File: src/design/fcfe_ram.sv
module fcfe_ram #(
  parameter int DATA_BITS = 8,
  parameter int ADDR_BITS = 6,
  parameter int DEPTH     = 64
) (
  input  logic                 clk,
  input  logic                 we,
  input  logic [ADDR_BITS-1:0] waddr,
  input  logic [DATA_BITS-1:0] wdata,
  input  logic                 re,
  input  logic [ADDR_BITS-1:0] raddr,
  output logic [DATA_BITS-1:0] rdata
);

  logic [DATA_BITS-1:0] mem [DEPTH];

  always_ff @(posedge clk) begin
    if (we) begin
      mem[waddr] <= wdata;
    end
  end

  always_ff @(posedge clk) begin
    if (re) begin
      rdata <= mem[raddr];
    end
  end

endmodule

File: config.mk
export PLATFORM = sky130hd
export DESIGN_NAME = fcfe_ram
export DESIGN_NICKNAME = d
export VERILOG_FILES = /design/src/design/fcfe_ram.sv
export SDC_FILE = /design/constraint.sdc
export NUM_CORES = 1
export LEC_CHECK = 0
export ABC_AREA = 1
export BUFFER_PORTS_ARGS = -buffer_cell sky130_fd_sc_hd__buf_2
export CAP_MARGIN = 0
export CORE_UTILIZATION = 60
export DETAILED_ROUTE_END_ITERATION = 6
export HOLD_SLACK_MARGIN = 0.03
export PLACE_DENSITY = 0.76
export SYNTH_ARGS = -nofsm -noshare
export SYNTH_HDL_FRONTEND = slang
export SYNTH_SLANG_ARGS = --single-unit
File: constraint.sdc
create_clock -name clk -period 2.8 [get_ports clk]
set_clock_uncertainty 0.2 [all_clocks]
set_input_delay 0.28 -clock clk [delete_from_list [all_inputs] [get_ports clk]]
set_output_delay 0.28 -clock clk [all_outputs]
set_load 0.05 [all_outputs]
* Word-level counts from Yosys, hierarchy flattened
Memory sizes are Yosys's and may differ from the RTL's. A register that Yosys moved wholly into a read port is not among the register bits.
Cells that the tools add are included.
** Word-level totals
- Flip-flop bits (word level) :: 0
- Bits in latches :: 0
- Bits in writable memories :: 512
- Bits in read-only memories :: 0
- Input port bits :: 23
- Output and inout bits :: 8
- Logic and storage cells :: 3
- Memories kept :: 1
** Memory list
- mem :: words 64, width 8, rd ports 1, clocked after Yosys merged registers in 1, write ports 1, RTL line 15 : logic [DATA_BITS-1:0] mem [DEPTH];
** Cells by class
- Add/subtract/negate cells :: 0
- Multipliers :: 0
- Div/mod/pow operators :: 0
- Order comparisons :: 0
- Eq/ne operators :: 0
- Shift operators :: 0
- Muxes and demuxes :: 2
- Bitwise operators :: 0
- Reduce and logical (&&, ||, !) cells :: 0
** Operator list (number)
- $mux 1 :: 2

* Longest topological paths before layout
- Word-level depth :: 2
- Depth in mapped cells :: 12
- Depth with buffers taken out :: 9

* Least setup slack after synthesis
OpenSTA, ideal clock, no wires.
- Path kind :: input to register
- Start point :: input we
- End point :: memory mem[48][0] (enable)
- Library setup time :: 0.395 ns
- Data arrival time :: 1.651 ns
- Required time :: 2.205 ns
- Slack :: 0.554 ns
- Stages on the path :: 3
- Path buffers :: 1
- Cell sequence :: clkbuf_1 nand4_1 nor4_1
** Between the ends
- Word-level cells in the longest chain between the ends :: 2
** RTL lines
- start: declaration :: RTL line 7 : input logic we,
- $mux 1 :: RTL line 18 : if (we) begin
- $mux 1 (implied by the code) :: RTL line 19 : mem[waddr] <= wdata;
- end: declaration :: RTL line 15
No other way between the ends.

* Worst setup path after layout
- Start point :: input waddr[1]
- End point :: memory mem[7][2] (enable)
** RTL lines
- start: declaration :: RTL line 8 : input logic [ADDR_BITS-1:0] waddr,
Straight into the memory's write port.

==> results.ini <==
[run_status]
outcome=finished with violations
violations=DRC

[floorplanning]
core_area_mm2=0.0348
die-area_mm2=0.0365
die_y_um=191
initial_utilization=0.616
die_x_um=191
rows=68
ios=31

[placed_design]
place_hpwl_mm=30.1
dp_cells=2277
gp_congestion=0.958
pre_cts_slack_ns=0.276
io_buffers=30

[worst_setup_path]
start_kind=input pin
timing.rr.end=rdata[5]
cp-startpoint=waddr[1]
critical_path_class=input pin to flop
worstReg2RegStart=mem[57][5]
regToRegSetupSlack_ns=1.16
worstSetupEndpoint=mem[7][2]
ff2ff_path_depth=8
worstPathArrival_ns=1.91
required_ns=2.81
cp_max_fo=9
critPathCaptureType=flop

[global_routing]
busiest_layer=met2
grt_pass1_vias=13800
grtUsageMet2=0.465
grt-ovfl-total=0
grt_max_degree=159
grt_usage=0.293
met3_usage=0.0567
grt_use_met1=0.393
grt_pass1_wl_mm=78.7
antenna_found_initial=2

[clock_tree]
clock_sinks=520
cts_setup_buffers=0
cts.clk_slew.worst_paths_ns=0.06
cts.repair.resized=0
cts-htree-levels=2
numCtsBuffers=51
worst_skew_pair.late_latency_ns=0.58
hold_buffers=4
cts_tree=done
root_buffer=clkbuf_16
clockBufferDepth=3

[synth]
yosys.area_share.simple=0.231
synth_seq_cells=520
synthMuxAreaShare=0
yosysSeqAreaShare=0.729
synth_top_family_by_area=simple AND/OR/NAND/NOR gates
syn-num-nets=1828
syn_avg_cell_area_um2=11.9
syn_inst=1805
yosys.area_share.adder=0
synth-compound-area-share=0
netlist_area_mm2=0.0214
yosysWarnings=0
synth_xor_area_frac=0
ys_types=15

[detailed_routing]
drt_iter0_drc=1816
ant_nets=0
via_count=14100
avgRoutedWirePerCell_um=21.7
first_pass_iters=7
finalWirelength_mm=51.4
remaining_drc_errors=7
vias_per_cell=5.96

[sta]
relSlewSlack=0.401
period_minus_slack_ns=1.89
fin_crit_sh=0.676
fmax_ghz=0.528
rsz0062_at_grt=false
fin_setup_tns_ns=0
slew_violations=0
worst_pin_slew_ns=0.897
fin_ws_ns=0.906
final-hold-violation-count=0
finalSetupViolations=0

[layout]
final_common_cell=nand2_1
final.fill_count=2383
fin_nets=1902
areaGrowthSynthToFinish_pct=11.5
layout_common_cells=648 x nand2_1, 520 x edfxtp_1, 439 x nand3_1, 88 x buf_4, 56 x nor2_1
drive_gt1_frac=0.104
finalNonFillerCells=2369
antennaDiodeCount=0

[min_path]
min-delay-start=wdata[1]
min_path_type=input pin to flop

[pwr]
ir_drop_mv=0.510
power_density_mw_per_mm2=682
p_leak_nw=8.75

[run]
maxCapViolations=0

-- sequential cells by signal, indices dropped and copies added, names as in the netlist --
name   cells
mem      512
rdata      8
-- per-stage QoR --
| step | total power, mW | utilization | hold WS [ns] | area (um2) |
|---|---|---|---|---|
| 2_1_floorplan | 9.46 | - | 0.179 | 21400 |
| 3_3_place_gp | 9.83 | 0.640 | 0.436 | 22300 |
| 3_5_place_dp | 9.85 | 0.640 | 0.434 | 22300 |
| 4_1_cts | 16.3 | 0.686 | 0.0507 | 23900 |
| 5_1_grt | 16.7 | 0.686 | 0.0776 | 23900 |
| 6_report | 16.3 | 0.686 | 0.0674 | 23900 |
-- report_power, final --
part | internal (mW) | leakage (nW) | switching, mW
Combinational | 0.267 | 3.29 | 0.789
Sequential | 8.63 | 4.69 | 0.0219
Clock | 3.80 | 0.775 | 2.76
-- worst max-delay path, stage by stage --
cell and delay [ns]:
buf_2 0.18, nand4_1 0.60, nor2_1 0.84
-- cells in the mapped netlist, drive strengths merged --
cell | number | area share
nand2 | 648 | 0.11
edfxtp | 520 | 0.73
nand3 | 439 | 0.10
buf | 98 | 0.035
nor2 | 56 | 0.0098
clkbuf | 15 | 0.0026
inv | 12 | 0.0023
nand4 | 9 | 0.0026
nor4 | 8 | 0.0023
-- cell type report --
type	instances	area (um2)	share of cell area
clock buffers	65	1370	0.0574
clock inverters	23	206	0.00865
inverters	12	52.6	0.00220
multi-input cells	1160	4950	0.207
flip-flops and latches	520	15600	0.654
well taps	455	569	0.0238
repair buffers	134	1110	0.0466
-- worst min path at each step --
stage,end,depth (start not counted)
floorplan,mem[0][0],0
global placement,rdata[3],1
detailed placement,rdata[4],1
CTS,rdata[7],4
global route,mem[17][4],1
finish,mem[61][1],1
-- metal layers --
metal  share of wire  vias up  wire length (um)
met1            0.38     6695             19500
met5         0.00053        -                27
met3           0.098      149              5050
met4           0.044        4              2270
met2            0.48      762             24600
li1                -     6499                 -
-- logic make-up (layout without fill, tap and decap cells) --
family / count (synthesis) / count (layout)
flops: 520 / 520
buf+inv: 125 / 234
simple gates: 1160 / 1160
No activity file was read; power rests on OpenSTA's default activity.
